==> src/hw/rtl/assert_macros.svh <==
// Assertion macros used by the sequencer RTL module of the spoke expander.
`ifndef ASSERT_MACROS_SVH
`define ASSERT_MACROS_SVH

// Clocked check, disabled while reset is asserted.
`define RSE_ASSERT(lbl, prop, msg) \
    lbl: assert property (@(posedge clk) disable iff (!rst_n) (prop)) else $error(msg);

// Clocked check that also holds during reset.
`define RSE_ASSERT_ALWAYS(lbl, prop, msg) \
    lbl: assert property (@(posedge clk) (prop)) else $error(msg);

`endif

==> src/hw/rtl/rse_pkg.sv <==
// Types, constants and codes of the radar spoke run-length expander.
package rse_pkg;

    // Field widths
    localparam int CNT_W  = 11;             // sample counter and limit
    localparam int ROOM_W = CNT_W - 1;      // room counted in pairs
    localparam int PAIR_W = 3;              // pair count per result
    localparam int BYTE_W = 8;

    // Constants of the coding
    localparam logic [BYTE_W-1:0] ESC_BYTE = 8'h5C;
    localparam logic [BYTE_W-1:0] NIB_LO   = 8'h0F;
    localparam logic [BYTE_W-1:0] NIB_HI   = 8'hF0;

    localparam logic [CNT_W-1:0]  SPOKE_SAMPLES_RESET = 11'd512;
    localparam logic [CNT_W-1:0]  MAX_SPOKE_SAMPLES   = 11'd1024;
    localparam logic [PAIR_W-1:0] PAIRS_PER_RESULT    = 3'd4;
    localparam int                OUT_PAIRS           = 4;

    // Escape decoder phase
    typedef enum logic [1:0] {
        PH_NORMAL = 2'd0,
        PH_COUNT  = 2'd1,
        PH_VALUE  = 2'd2
    } esc_phase_t;

    // Sequencer state
    typedef enum logic {
        ST_IDLE = 1'b0,
        ST_RUN  = 1'b1
    } seq_state_t;

    // Request to the admit unit
    typedef struct packed {
        logic [PAIR_W-1:0] want;
        logic [CNT_W-1:0]  emitted;
    } adm_req_t;

    // Answer of the admit unit
    typedef struct packed {
        logic [PAIR_W-1:0] got;
        logic              dropped;
        logic [CNT_W-1:0]  emitted_next;
    } adm_rsp_t;

    // One result item
    typedef struct packed {
        logic [2*OUT_PAIRS-1:0][BYTE_W-1:0] sample;
        logic [PAIR_W-1:0]                  pair_count;
        logic                               run_last;
        logic                               truncated;
    } result_t;

endpackage

==> src/hw/rtl/rse_admit.sv <==
// Shared admit unit: fits requested pairs under the per-spoke sample limit.
module rse_admit
    import rse_pkg::*;
(
    input  logic [CNT_W-1:0] spoke_samples,
    input  adm_req_t         req,
    output adm_rsp_t         rsp
);

    logic [CNT_W-1:0]  limit;
    logic [CNT_W-1:0]  gap;
    logic [ROOM_W-1:0] room;
    logic [PAIR_W-1:0] got;

    // Limit clamp, then room in whole pairs
    always_comb
    begin
        limit = (spoke_samples > MAX_SPOKE_SAMPLES) ? MAX_SPOKE_SAMPLES : spoke_samples;
        gap   = (limit > req.emitted) ? (limit - req.emitted) : '0;
        room  = gap[CNT_W-1:1];
        got   = (room < ROOM_W'(req.want)) ? room[PAIR_W-1:0] : req.want;
    end

    assign rsp.got          = got;
    assign rsp.dropped      = (got < req.want);
    assign rsp.emitted_next = req.emitted + {(CNT_W-PAIR_W-1)'(0), got, 1'b0};

endmodule

==> config.mk <==
export PLATFORM = sky130hd
export DESIGN_NAME = rse_admit
export DESIGN_NICKNAME = d
export VERILOG_FILES = /design/src/hw/rtl/assert_macros.svh /design/src/hw/rtl/rse_pkg.sv /design/src/hw/rtl/rse_admit.sv
export SDC_FILE = /design/constraint.sdc
export NUM_CORES = 1
export LEC_CHECK = 0
export BUFFER_PORTS_ARGS = -buffer_cell sky130_fd_sc_hd__buf_4
export CAP_MARGIN = 20
export CORE_MARGIN = 5
export CORE_UTILIZATION = 58
export DETAILED_ROUTE_END_ITERATION = 10
export PLACE_DENSITY_LB_ADDON = 0.05
export RECOVER_POWER = 25
export SLEW_MARGIN = 15
export SYNTH_ARGS = -nofsm -noshare
export SYNTH_HDL_FRONTEND = slang
export SYNTH_SLANG_ARGS = --single-unit
export TNS_END_PERCENT = 50
==> constraint.sdc <==
create_clock -name vclk -period 15.45
set_clock_uncertainty 0.2 [all_clocks]
set_input_delay 2.3175 -clock vclk [all_inputs]
set_output_delay 2.3175 -clock vclk [all_outputs]
set_load 0.01 [all_outputs]
# --- Yosys cells after proc, flatten, opt, wreduce, memory -nomap -nowiden ---
# Index checks and enable logic that the tools add are counted.
classes:
  n_addsub: 2
  order_cmp: 4
  mux: 3
op_table:
  columns: ["operator", "count"]
  rows:
  - ["$mux W11", 2]
  - ["$add A11 B4 Y11", 1]
  - ["$gt A11 B11 Y1", 1]
  - ["$gt A11 B11 Y1 const B", 1]
  - ["$sub A11 B11 Y11", 1]
  - ["$lt A10 B3 Y1", 1]
  - ["$lt A3 B3 Y1", 1]
  - ["$mux W3", 1]
word_totals:
  output_inout_bits: 15
  in_bits: 25
  register_bits: 0

# --- Logic depth before layout (Yosys ltp) ---
# Gate-level depths: netlist (run 1).
depth:
  ltp_word: 7
  mapped_depth: 21
  ltp_nobuf: 19

# --- Least setup slack after synthesis (run 1) ---
# No wires, ideal clock.
synth_path:
  kind: "input to output"
  start: "input spoke_samples[4]"
  end: "output rsp[8] (netlist name)"
  t_arrival_ps: 6198
  path_stages: 20
  setup_slack_ps: 6734
  cell_sequence: "nor2b_1 ha_1 a21o_1 a31o_2 o21ai_0 a221oi_2 nor2b_1 ha_1 nor2b_1 o21ai_0 nand2b_1 buf_1 nor2_1 a22oi_1 mux2i_1 ha_1 a21o_1 a21oi_1 nor3b_1 xnor2_1"
synth_lines:
  columns: ["item", "line", "rtl"]
  rows:
  - ["start, declared", "rse_admit.sv:5", "input logic [CNT_W-1:0] spoke_samples,"]
  - ["end, declared", "rse_admit.sv:7", "output adm_rsp_t rsp"]

==> results.cfg, run 1 <==
[critical_path]
cp_cell_sequence = buf_4, nor2b_1, ha_1, a21o_1, a31o_2, o21ai_0, a221oi_1, nor2b_1, ha_1, nor2b_1, o21ai_0, nand2b_1, and2_1, a31oi_1, mux2i_1, ha_1, fa_1, a21oi_1, nor4_1, xnor2_1, buf_4
cpPeakStageDelay_ns = 0.77
path_max_fanout = 11
critPathSlowestCell = a221oi_1
critical_path_required_ns = 12.93
critPathLaunchType = input port
arrival_ns = 6.96
path_class = in2out
cp-end-kind = output pin

[detailed_routing]
vias_per_cell = 5.824
routed_wl_mm = 2.981
wl_per_cell_um = 13.49
drtIter0Drc = 19
drtAntennaViolNets = 0
first_pass_iters = 4
vias = 1287
drcViolationCount = 0

[floorplan]
die_y_um = 55.10
dieWidth_um = 55.10
io_pins = 40
num_rows = 16
design.core.area_sq_mm = 0.001942
dieArea_sq_mm = 0.003036
start_util_pct = 60.76

[timing]
slew_headroom_pct = 41.97
max_freq_mhz = 105.5
min_period_ns = 9.479
final.setup.worst_slack_ns = 5.971
worst_pin_slew_ns = 0.8704
setup_violations = 0
hold_violations = 0
period_share_pct = 61.35
grt_setup_unrepaired = no
hold_slack_ns = 4.660
setup_tns_ns = 0
finalMaxSlewViolations = 0

[global_route]
overflow = 0
use_met1_pct = 29.03
use_met2_pct = 38.58
top_usage_layer = met2
grt_util_met3_pct = 0.2681
grt_pass1_wl_mm = 4.933
antenna_found_initial = 0
first_global_vias = 1126
grtUsageTotal_pct = 21.24
grt_max_degree = 12

[logic_synthesis]
ys_top_cells_by_area = ha_1 (20%), xnor2_1 (7.4%), nor2b_1 (6.9%), inv_1 (4.8%), a21oi_1 (4.2%)
seq_area_frac_synth_pct = 0
netlist_instances = 161
yosysUniqueCellTypes = 47
synth_area_sq_mm = 0.001180
synth_most_common_cell = ha_1
synth_top_area_share_pct = 20.15
synth-warning-count = 0
synth_fp_nets = 207
yosys.area.top_type = ha_1
synth.avg_cell_area_sq_um = 7.328
synth_common_cells = ha_1 (19), inv_1 (15), nor2b_1 (13)

[final_layout]
num_antenna_cells = 0
clkbuf_count = 0
drive_gt1_share_pct = 23.71
fin_cells = 221
seq_cells = 0
syn2layout_area_growth_pct = 23.54
layout.nets = 242
ff_latch_area_sq_um = 0

[hold_path]
holdPathStages = 2
hp-class = in2out

[power]
power.total_w = 0.00006258
p_per_area_mw_per_mm2 = 42.93
vdd_ir_drop_max_mv = 0.03290
p_leak_nw = 0.7016

[place]
dp_slack_ns = 6.250
dp.cells = 221
dp_hpwl_mm = 2.539
gp_congestion = 0.9213
numPortBuffers = 40

[cts]
post-cts-setup-buffers = 0
cts_resized = 0
holdBufCountCts = 0

[status]
outcome = finished clean

[run]
max_cap_violations = 0
final cells by class:
class	count	area [sq um]
Timing Repair Buffer	40	292.8
Fill cell	174	484.2
Inverter	15	56.30
Multi-Input combinational cell	139	1075
Tap cell	27	33.78
critical path, delay by kind of cell:
kind            cells  cell delay (ns)
compound gates      7             1.81
fa+ha+maj           4             1.32
simple gates        6             0.94
buf+inv             2             0.30
xor+xnor            1             0.15
mux                 1             0.12
through the flow:
stage	utilization, %	instance area [sq um]
2_1_floorplan	-	1180
3_3_place_gp	75.77	1471
3_5_place_dp	75.77	1471
4_1_cts	75.77	1471
5_1_grt	75.06	1458
6_report	75.06	1458
report_power, final:
group	switching, W	internal [W]	total [W]	leakage (nW)
combinational	0.0000325	0.0000301	0.0000626	0.702
clock	0	0	0	0
sequential	0	0	0	0
cells in the final DEF, fill, tap and decap left out, drive strengths merged:
master,n
o21ai,11
o2bb2ai,1
and2,3
nand3,2
a31oi,4
a21oi,10
xnor2,10
or3,4
fa,2
nand3b,1
o221a,1
a21boi,1
xor2,3
a22o,1
nor4,2
mux2i,3
o32a,1
a21o,4
nand2b,2
o2111ai,3
nand2,4
nor3b,1
nor3,4
a211oi,4
clkbuf,2
nor2,10
ha,19
inv,15
a221oi,2
a311oi,2
buf,38
nor2b,13
a22oi,1
and3,2
or2,1
nand4,2
a31o,1
o21a,4
final timing paths:
path,from,to,slack (ns)
max,spoke_samples[10],rsp[7],5.97
min,req[0],rsp[0],4.66
layer usage:
layer  routed length (um)  share of wire [%]
met5                    0                  0
met4                   21               0.70
met3                  135                4.5
met2                 1469                 49
met1                 1354                 45
cells by family (layout without fill, tap and decap cells):
kind of cell	Yosys count	in the layout	share of synthesized area, %
mux	3	3	2.545
xor+xnor	13	13	9.650
fa+ha+maj	21	21	23.54
buf+inv	22	55	8.376
compound gates	51	51	31.81
simple gates	51	51	24.07
Power figures use the tool's default switching activity.
==> run 2: changes to the inputs <==
CORE_UTILIZATION = 49   (was 58)
clock period = 8.2 ns   (was 15.45 ns; I/O delays follow)
==> run 2 against run 1 <==
Worst hold slack worse by 2.2 ns; routed wire length up 1.1%; count of clock-buffer cells in the layout unchanged; cell count up 0.45%; sequential share of layout area unchanged.
==> results.cfg, run 2 (same netlist as run 1, synthesis figures left out) <==
[place]
gp_congestion = 0.8675
numPortBuffers = 40
dp_hpwl_mm = 2.574

[global_route]
antenna_found_initial = 0
overflow = 0
grtUsageTotal_pct = 17.22
first_global_vias = 1118
grt_pass1_wl_mm = 4.988
grt_max_degree = 12

[timing]
min_period_ns = 7.122
worst_pin_slew_ns = 0.5882
setup_tns_ns = 0
setup_violations = 0
hold_slack_ns = 2.484
slew_headroom_pct = 60.79
period_share_pct = 86.86
max_freq_mhz = 140.4
grt_setup_unrepaired = no
finalMaxSlewViolations = 0
hold_violations = 0

[critical_path]
cp-end-kind = output pin
critPathLaunchType = input port
path_max_fanout = 10
critPathSlowestCell = a221oi_2
cpPeakStageDelay_ns = 0.57
cp_cell_sequence = buf_4, nor2b_1, ha_1, a21o_1, a31o_2, o21ai_0, a221oi_2, nor2b_1, ha_1, nor2b_1, o21ai_0, nand2b_1, nor2_1, a22oi_1, mux2i_1, ha_1, a21o_1, a21oi_1, or3_1, xnor2_1, buf_4
path_class = in2out
arrival_ns = 5.69
critical_path_required_ns = 6.77

[final_layout]
layout.nets = 242
drive_gt1_share_pct = 24.23
final_cell_mix = buf_4 (38), ha_1 (19), inv_1 (15)
ff_latch_area_sq_um = 0
clkbuf_count = 0
seq_cells = 0
num_antenna_cells = 0
syn2layout_area_growth_pct = 24.18
layout_commonest_cell = buf_4

[detailed_routing]
drcViolationCount = 0
drtIter0Drc = 58
vias = 1287
routed_wl_mm = 3.015
vias_per_cell = 5.797
drtAntennaViolNets = 0
first_pass_iters = 4
wl_per_cell_um = 13.58

[floorplan]
io_pins = 40
num_rows = 17
design.core.area_sq_mm = 0.002255
dieWidth_um = 59.07
die_y_um = 59.07
start_util_pct = 52.33
dieArea_sq_mm = 0.003489

[cts]
holdBufCountCts = 0
cts_resized = 0
post-cts-setup-buffers = 0

[status]
outcome = finished clean

[power]
vdd_ir_drop_max_mv = 0.05323
p_leak_nw = 0.7021
p_per_area_mw_per_mm2 = 81.16

[run]
max_cap_violations = 0

[hold_path]
holdPathStages = 2
hp-class = in2out
[run 2: cell counts in the layout (fill, tap and decap cells not counted)]
Identical to the previous run, type by type.
[run 2: layout make-up]
| class | count | area, sq um |
|---|---|---|
| tap | 28 | 35.03 |
| fill | 220 | 789.5 |
| inverter | 15 | 56.30 |
| multi-input combinational | 139 | 1081 |
| timing repair buffer | 40 | 292.8 |
[run 2: worst paths after layout]
path              from      end  slack [ns]
max   spoke_samples[4]  rsp[10]        1.08
min             req[0]   rsp[0]        2.48
[run 2: power breakdown]
| part | internal (W) | total (W) | switching, W |
|---|---|---|---|
| registers | 0 | 0 | 0 |
| clock network | 0 | 0 | 0 |
| logic | 0.0000569 | 0.000119 | 0.0000620 |
[run 2: critical path: cells and delay by family]
| kind | cells | cell delay [ns] |
|---|---|---|
| AO/OA/AOI/OAI | 8 | 1.75 |
| XOR/XNOR | 1 | 0.11 |
| adder cells (fa/ha/maj) | 3 | 0.98 |
| buffers and inverters | 2 | 0.24 |
| multiplexers | 1 | 0.38 |
| AND/OR/NAND/NOR | 6 | 1.00 |
[run 2: metrics by stage]
stage | instance area, sq um | cells | total power, W | setup WS, ns | utilization, %
global route | 1465 | 222 | 0.0001312 | 0.5929 | 64.98
global placement | 1473 | 222 | 0.0001161 | 1.317 | 65.32
floorplan | 1180 | 161 | 0.00007998 | 1.659 | -
detailed placement | 1473 | 222 | 0.0001188 | 1.092 | 65.32
finish | 1465 | 222 | 0.0001189 | 1.078 | 64.98
CTS | 1473 | 222 | 0.0001195 | 1.078 | 65.32
[run 2: metal layers]
metal | track usage (%) | wire [um] | share of wire [%] | vias to the layer above
met1 | 24.81 | 1345 | 45 | 584
met3 | 0.4357 | 168 | 5.6 | 0
met4 | 0 | 0 | 0 | 0
met5 | 0 | 0 | 0 | -
met2 | 30.13 | 1501 | 50 | 46
li1 | - | - | - | 657
