`src/hw/rtl/assert_macros.svh`:
```
// Assertion macros used by the sequencer RTL module of the spoke expander.
`ifndef ASSERT_MACROS_SVH
`define ASSERT_MACROS_SVH

// Clocked check, disabled while reset is asserted.
`define RSE_ASSERT(lbl, prop, msg) \
    lbl: assert property (@(posedge clk) disable iff (!rst_n) (prop)) else $error(msg);

// Clocked check that also holds during reset.
`define RSE_ASSERT_ALWAYS(lbl, prop, msg) \
    lbl: assert property (@(posedge clk) (prop)) else $error(msg);

`endif

```
`src/hw/rtl/rse_pkg.sv`:
```
// Types, constants and codes of the radar spoke run-length expander.
package rse_pkg;

    // Field widths
    localparam int CNT_W  = 11;             // sample counter and limit
    localparam int ROOM_W = CNT_W - 1;      // room counted in pairs
    localparam int PAIR_W = 3;              // pair count per result
    localparam int BYTE_W = 8;

    // Constants of the coding
    localparam logic [BYTE_W-1:0] ESC_BYTE = 8'h5C;
    localparam logic [BYTE_W-1:0] NIB_LO   = 8'h0F;
    localparam logic [BYTE_W-1:0] NIB_HI   = 8'hF0;

    localparam logic [CNT_W-1:0]  SPOKE_SAMPLES_RESET = 11'd512;
    localparam logic [CNT_W-1:0]  MAX_SPOKE_SAMPLES   = 11'd1024;
    localparam logic [PAIR_W-1:0] PAIRS_PER_RESULT    = 3'd4;
    localparam int                OUT_PAIRS           = 4;

    // Escape decoder phase
    typedef enum logic [1:0] {
        PH_NORMAL = 2'd0,
        PH_COUNT  = 2'd1,
        PH_VALUE  = 2'd2
    } esc_phase_t;

    // Sequencer state
    typedef enum logic {
        ST_IDLE = 1'b0,
        ST_RUN  = 1'b1
    } seq_state_t;

    // Request to the admit unit
    typedef struct packed {
        logic [PAIR_W-1:0] want;
        logic [CNT_W-1:0]  emitted;
    } adm_req_t;

    // Answer of the admit unit
    typedef struct packed {
        logic [PAIR_W-1:0] got;
        logic              dropped;
        logic [CNT_W-1:0]  emitted_next;
    } adm_rsp_t;

    // One result item
    typedef struct packed {
        logic [2*OUT_PAIRS-1:0][BYTE_W-1:0] sample;
        logic [PAIR_W-1:0]                  pair_count;
        logic                               run_last;
        logic                               truncated;
    } result_t;

endpackage

```
`src/hw/rtl/rse_seq.sv`:
```
// Byte decoder and run sequencer, with the output result register.
`include "assert_macros.svh"

module rse_seq
    import rse_pkg::*;
(
    input  logic              clk,
    input  logic              rst_n,
    input  logic              in_valid,
    output logic              in_ready,
    input  logic [BYTE_W-1:0] data_byte,
    input  logic              in_tail,
    input  logic              spoke_start,
    output logic              out_valid,
    input  logic              out_ready,
    output result_t           result,
    output adm_req_t          adm_req,
    input  adm_rsp_t          adm_rsp
);

    seq_state_t        state_reg, state_next;
    esc_phase_t        phase_reg, phase_next, phase_base;
    logic [BYTE_W-1:0] run_len_reg, run_len_next;
    logic [BYTE_W-1:0] remain_reg, remain_next;
    logic [BYTE_W-1:0] s0_reg, s0_next, s1_reg, s1_next;
    logic [CNT_W-1:0]  emitted_reg, emitted_next, emitted_base;
    logic              out_valid_reg, out_valid_next;
    result_t           result_reg, result_next;

    logic              slot_free;
    logic              accept;
    logic              emit;
    logic              emit_last;
    logic [PAIR_W-1:0] want;
    logic [BYTE_W-1:0] emit_s0, emit_s1;

    assign slot_free = !out_valid_reg || out_ready;
    assign in_ready  = (state_reg == ST_IDLE) && slot_free;
    assign accept    = in_valid && in_ready;

    // Decode and sequencing
    always_comb
    begin
        state_next   = state_reg;
        run_len_next = run_len_reg;
        remain_next  = remain_reg;
        s0_next      = s0_reg;
        s1_next      = s1_reg;
        emit         = 1'b0;
        emit_last    = 1'b1;
        want         = '0;
        emit_s0      = s0_reg;
        emit_s1      = s1_reg;

        emitted_base = (accept && spoke_start) ? '0 : emitted_reg;
        phase_base   = (accept && spoke_start) ? PH_NORMAL : phase_reg;
        phase_next   = phase_base;

        unique case (state_reg)
            ST_IDLE:
            begin
                if (accept)
                begin
                    priority if (in_tail)
                    begin
                        phase_next = PH_NORMAL;
                        emit       = 1'b1;
                        want       = 3'd1;
                        emit_s0    = {data_byte[3:0], 4'h0};
                        emit_s1    = data_byte & NIB_HI;
                    end
                    else if (phase_base == PH_COUNT)
                    begin
                        run_len_next = data_byte;
                        phase_next   = PH_VALUE;
                    end
                    else if (phase_base == PH_VALUE)
                    begin
                        phase_next = PH_NORMAL;
                        s0_next    = {data_byte[3:0], 4'h0} | NIB_LO;
                        s1_next    = (data_byte & NIB_HI) | NIB_LO;
                        if (run_len_reg != '0)
                        begin
                            remain_next = run_len_reg;
                            state_next  = ST_RUN;
                        end
                    end
                    else if (data_byte == ESC_BYTE)
                    begin
                        phase_next = PH_COUNT;
                    end
                    else
                    begin
                        phase_next = PH_NORMAL;
                        emit       = 1'b1;
                        want       = 3'd1;
                        emit_s0    = {data_byte[3:0], 4'h0} | NIB_LO;
                        emit_s1    = (data_byte & NIB_HI) | NIB_LO;
                    end
                end
            end
            ST_RUN:
            begin
                if (slot_free)
                begin
                    emit      = 1'b1;
                    want      = (remain_reg >= BYTE_W'(PAIRS_PER_RESULT)) ?
                                PAIRS_PER_RESULT : remain_reg[PAIR_W-1:0];
                    emit_last = (remain_reg <= BYTE_W'(PAIRS_PER_RESULT));
                    remain_next = remain_reg - BYTE_W'(want);
                    if (emit_last)
                    begin
                        state_next = ST_IDLE;
                    end
                end
            end
            default:
            begin
                state_next = ST_IDLE;
            end
        endcase

        emitted_next = emit ? adm_rsp.emitted_next : emitted_base;
    end

    assign adm_req.want    = want;
    assign adm_req.emitted = emitted_base;

    // Result assembly
    always_comb
    begin
        result_next = result_reg;
        if (emit)
        begin
            for (int i = 0; i < OUT_PAIRS; i++)
            begin
                result_next.sample[2*i]   = (PAIR_W'(i) < adm_rsp.got) ? emit_s0 : '0;
                result_next.sample[2*i+1] = (PAIR_W'(i) < adm_rsp.got) ? emit_s1 : '0;
            end
            result_next.pair_count = adm_rsp.got;
            result_next.run_last   = emit_last;
            result_next.truncated  = adm_rsp.dropped;
        end
        out_valid_next = emit ? 1'b1 : (out_ready ? 1'b0 : out_valid_reg);
    end

    // Control registers
    always_ff @(posedge clk or negedge rst_n)
    begin
        if (!rst_n)
        begin
            state_reg     <= ST_IDLE;
            phase_reg     <= PH_NORMAL;
            run_len_reg   <= '0;
            remain_reg    <= '0;
            emitted_reg   <= '0;
            out_valid_reg <= 1'b0;
        end
        else
        begin
            state_reg     <= state_next;
            phase_reg     <= phase_next;
            run_len_reg   <= run_len_next;
            remain_reg    <= remain_next;
            emitted_reg   <= emitted_next;
            out_valid_reg <= out_valid_next;
        end
    end

    // Payload registers
    always_ff @(posedge clk)
    begin
        s0_reg     <= s0_next;
        s1_reg     <= s1_next;
        result_reg <= result_next;
    end

    assign out_valid = out_valid_reg;
    assign result    = result_reg;

    // Checks
    `RSE_ASSERT(a_emitted_cap, emitted_reg <= MAX_SPOKE_SAMPLES, "sample count past maximum")
    `RSE_ASSERT(a_run_nonzero, (state_reg == ST_RUN) |-> (remain_reg != '0),
                "run state with nothing left")
    `RSE_ASSERT(a_pairs_range, out_valid_reg |-> (result_reg.pair_count <= PAIRS_PER_RESULT),
                "too many pairs in result")
    `RSE_ASSERT(a_trunc_pairs,
                (out_valid_reg && !result_reg.truncated && result_reg.run_last &&
                 $past(state_reg) == ST_IDLE && $past(emit)) |-> (result_reg.pair_count == 3'd1),
                "single-byte result lost its pair without a flag")

endmodule
```
`config.mk`:
```
export PLATFORM = sky130hd
export DESIGN_NAME = rse_seq
export DESIGN_NICKNAME = d
export VERILOG_FILES = /design/src/hw/rtl/rse_pkg.sv /design/src/hw/rtl/rse_seq.sv
export VERILOG_INCLUDE_DIRS = /design/src /design/src/hw/rtl
export SDC_FILE = /design/constraint.sdc
export NUM_CORES = 1
export LEC_CHECK = 0
export BUFFER_PORTS_ARGS = -buffer_cell sky130_fd_sc_hd__clkbuf_2
export CORE_MARGIN = 5
export CORE_UTILIZATION = 55
export CTS_CLUSTER_SIZE = 25
export DETAILED_ROUTE_END_ITERATION = 12
export PLACE_DENSITY_LB_ADDON = 0.12
export SYNTH_ARGS = -nofsm -noshare
export SYNTH_HDL_FRONTEND = slang
export SYNTH_SLANG_ARGS = --single-unit
```
`constraint.sdc`:
```
create_clock -name clk -period 3.85 [get_ports clk]
set_input_delay 0.5775 -clock clk [delete_from_list [all_inputs] [get_ports clk]]
set_output_delay 0.5775 -clock clk [all_outputs]
set_load 0.005 [all_outputs]
```
# After elaboration in Yosys (flattened, before gate mapping)
# Index checks and enable logic that the tools add are counted.
# op_classes
n_addsub	1
order_cmp	6
n_eq_ne	9
mux	53
bitwise_logic	3
reduce_logical	11
# ops
operator	n
two-way mux 8 bit	18
two-way mux 1 bit	22
two-way mux 11 bit	2
one-hot mux 8 bit (2 select lines)	1
two-way mux 2 bit	5
equality test 8 x 7 -> 1 bit, second input constant	1
>= comparator 8 x 3 -> 1 bit, second input constant	1
less-or-equal comparator 8 x 3 -> 1 bit, second input constant	1
nonzero test 8 bit	1
subtractor 8 x 3 -> 8 bit	1
< comparator 1 x 3 -> 1 bit, first input constant	2
< comparator 2 x 3 -> 1 bit, first input constant	2
two-way mux 3 bit	2
!= test 2 x 1 -> 1 bit, second input constant	3
!= test 2 bit, second input constant	3
one-hot mux 3 bit (2 select lines)	1
AND reduction 6 bit	1
AND reduction 5 bit	1
one-hot mux 1 bit (2 select lines)	2
AND reduction 4 bit	1
logical AND 1 bit	3
NOT 1 bit	3
equality test 2 x 1 -> 1 bit, second input constant	1
equality test 2 bit, second input constant	1
4 further kinds	4
# word_totals
reg_bits	108
inputBits	29
output_inout_bits	85
word_cells	102

# Longest topological paths before layout
# logic_depth
depth_word	13
depth_mapped	9
mapped_depth_nobuf	8

# Worst setup path before layout
# No wires, ideal clock.
# synth_path
kind	reg-to-reg
from	reg remain_reg[2]
to	reg remain_reg[6]
arrival_ns	2.100
setup_slack_ns	1.678
stages_incl_launch_ff	10
path_buffers	1
cell_sequence	dfrtp_1 > clkbuf_1 > or3_1 > o21ai_0 > ha_1 > or2_1 > a221oi_1 > nand2_1 > or4_1 > nand4_1
# synth_via
elab_chain_cells	5
# synth_lines
element	line	rtl
start, declared	rse_seq.sv:24	logic [BYTE_W-1:0] remain_reg, remain_next;
start signal, assigned	rse_seq.sv:164	remain_reg <= remain_next;
>= comparator 8 x 3 -> 1 bit	rse_seq.sv:107	want = (remain_reg >= BYTE_W'(PAIRS_PER_RESULT)) ?
two-way mux 3 bit	rse_seq.sv:107	
subtractor 8 x 3 -> 8 bit (*)	rse_seq.sv:110	remain_next = remain_reg - BYTE_W'(want);
two-way mux 8 bit (*)	rse_seq.sv:104	if (slot_free)
one-hot mux 8 bit (2 select lines) (*)	rse_seq.sv:59	unique case (state_reg)
# Every way passes the cells marked *; elsewhere a longest branch is shown, timed or not. The select of a mux whose other input is x is not followed.
# A chain may end at the register's enable or synchronous reset.

==> results.yml <==
status:
  status: "complete, no violations"
clock_tree:
  htreeDepth: 3
  cts.path.max_buffers: 2
  cts_setup_buffers: 0
  root_buffer: "clkbuf_8"
  clk_latency_ps: 340
  cts_buffers: 9
  clock-sinks: 80
  cts_resized: 0
  path_clk_slew_ps: 70
  postCtsHoldBufs: 0
  cts_tree: "yes"
synthesis:
  ys.warnings.count: 0
  synth_most_common_cell: "edfxtp_1"
  synthTopCellsByArea: "edfxtp_1 40%, dfrtp_1 21%, buf_4 5.9%"
  synth_top_area_cell: "edfxtp_1"
  synth_edf_count: 49
  syn-num-nets: 324
  ys_seq_area_share_pct: 60.82
  synth_common_cells: "49 x edfxtp_1, 45 x nor2_1, 31 x dfrtp_1, 29 x buf_4, 15 x nand2_1"
  synth.distinct_cells: 51
  synthDominantCellAreaShare_pct: 39.82
  ys_async_sr_fraction_pct: 38.75
  synth.avg_cell_area_um2: 12.57
  netlist_area_um2: 3695
  synth-seq-cells: 80
  ys_dominant_reg_cell: "edfxtp_1"
  synthCells: 294
sta:
  drv_slew: 0
  fin_skew_ps: 8.569
  relSlewSlack_pct: 26.78
  finalSetupViolations: 0
  tns_ps: 0
  fin_crit_ps: 2592
  hold_viol: 0
  fin_crit_sh_pct: 67.32
  rsz0062_at_grt: "no"
  timing.fmax_mhz: 385.8
  worst_pin_slew_ps: 1090
cells_and_area:
  stdcell_area_um2: 4342
  area_growth_pct: 17.51
  largest_reg_flops: 41
  drive_gt1_share_pct: 40.00
  final_nets: 415
  num_antenna_cells: 0
drt:
  first_iter_violations: 112
  routed_wirelength_um: 7829
  first_pass_iters: 4
  drc: 0
  viasPerCell: 5.403
  antenna_left: 0
  wl_per_cell_um: 16.76
  num_vias: 2523
setup_path:
  cp_top_family: "flip-flops"
  reg2reg_slack_ps: 1380
  rr_endpoint: "emitted_reg[0]"
  arrival_ps: 2010
  path_depth: 5
  path_cells: "clkinv_1 -> nor2_1 -> nand3_1 -> nand2_1 -> clkbuf_2"
  cp-end-kind: "output port"
  crit_type: "reg2out"
  cp-endpoint: "adm_req[11]"
  worstPathMaxFanout: 11
  slowest_stage: "dfrtp_1"
  timing.rr.start: "state_reg"
  cp.required_ps: 3270
  startpoint: "state_reg"
  slowest_delay_ps: 620
  startpoint_type: "flip-flop"
  reg2reg_depth: 5
  crit_buf_inv: 2
pwr:
  leakagePower_nw: 2.005
  finalPower_w: 0.002933
  ir_worst_vdd_mv: 0.3615
  power.density_nw_per_um2: 675.5
die:
  die_y_um: 91.96
  row_count: 29
  core-area_um2: 6459
  dieWidth_um: 91.96
  io_pins: 114
  start_util_pct: 57.21
  die_area_um2: 8457
place:
  io_buffers: 113
  place_area_um2: 4111
  dp_hpwl_um: 5684
  gp_congestion: 0.8771
grt:
  grt_max_degree: 53
  grt_pass1_vias: 2462
  antenna_found_initial: 0
  grt_pass1_wl_um: 12510
  grt_usage_pct: 18.85
  overflow: 0
min_path:
  hp-class: "in2async"
job:
  cap_violations: 0
how the worst min path moves through the flow:
stage	start	endpoint	slack [ps]	cells past startpoint
2_1_floorplan	rst_n	emitted_reg[0]	280	0
3_3_place_gp	remain_reg[0]	remain_reg[0]	500	1
3_5_place_dp	remain_reg[0]	remain_reg[0]	520	1
4_1_cts	rst_n	run_len_reg[7]	320	1
5_1_grt	rst_n	remain_reg[1]	350	1
6_report	rst_n	remain_reg[7]	310	1
placed cells by master, fill, tap and decap left out, types with 3 or more instances in the layout:
master     count
a21oi_1       10
clkbuf_2     113
bufinv_16      3
clkbuf_8       9
inv_1          4
mux2_4         9
dfrtp_1       31
a22oi_1        6
and2_1        11
nand2b_1       3
nor4_1         3
mux2i_1        4
edfxtp_1      49
o21ai_0        8
nand2_1       15
nor2_1        45
nor3_1         7
mux2_2        10
clkbuf_1       3
nand3_1        6
worst register-to-register path, delay by kind of cell, from the launching register on:
family             cells  cell delay [ps]
muxes                  1              430
AOI/OAI and AO/OA      2              540
DFF                    1              550
and+or+nand+nor        2              840
final cells by class:
type | instances | area [µm²]
Multi-Input combinational cell | 174 | 1172
Timing Repair Buffer | 114 | 573.1
Inverter | 6 | 22.52
Sequential cell | 80 | 2247
Fill cell | 493 | 2117
Clock inverter | 4 | 95.09
Clock buffer | 12 | 135.1
Tap cell | 77 | 96.34
kinds of logic after synthesis:
| logic type | Yosys count | synth area share, % |
|---|---|---|
| other | 1 | 0.1015 |
| buffers and inverters | 40 | 7.450 |
| AND/OR/NAND/NOR | 108 | 15.58 |
| adder cells (fa/ha/maj) | 1 | 0.3386 |
| AO/OA/AOI/OAI | 40 | 7.688 |
| XOR/XNOR | 1 | 0.2371 |
| multiplexers | 23 | 7.789 |
| flip-flops | 80 | 60.82 |
metrics by stage:
step | worst slack [ps] | hold slack (ps) | util, % | instances
after detailed placement | 1197 | 518.6 | 63.66 | 451
after CTS | 1268 | 317.9 | 67.22 | 467
after floorplan | 1678 | 281.9 | - | 294
after global routing | 1111 | 352.9 | 67.22 | 467
after global placement | 1279 | 503.6 | 63.66 | 451
final | 1258 | 306.7 | 67.22 | 467
power by group:
part / internal (W) / switching [W] / leakage [nW] / total [W]
sequential: 0.00119 / 0.000136 / 0.861 / 0.00133
clock: 0.000431 / 0.000282 / 0.115 / 0.000713
combinational: 0.000420 / 0.000473 / 1.03 / 0.000893
routing by layer:
metal	track usage, %	part of all wire, %	up-vias
li1	-	-	1206
met1	24.74	43	1229
met2	31.45	51	82
met3	4.337	5.4	6
met4	5.569	0.59	0
met5	0	0	-
No activity file was read; power rests on OpenSTA's default activity.
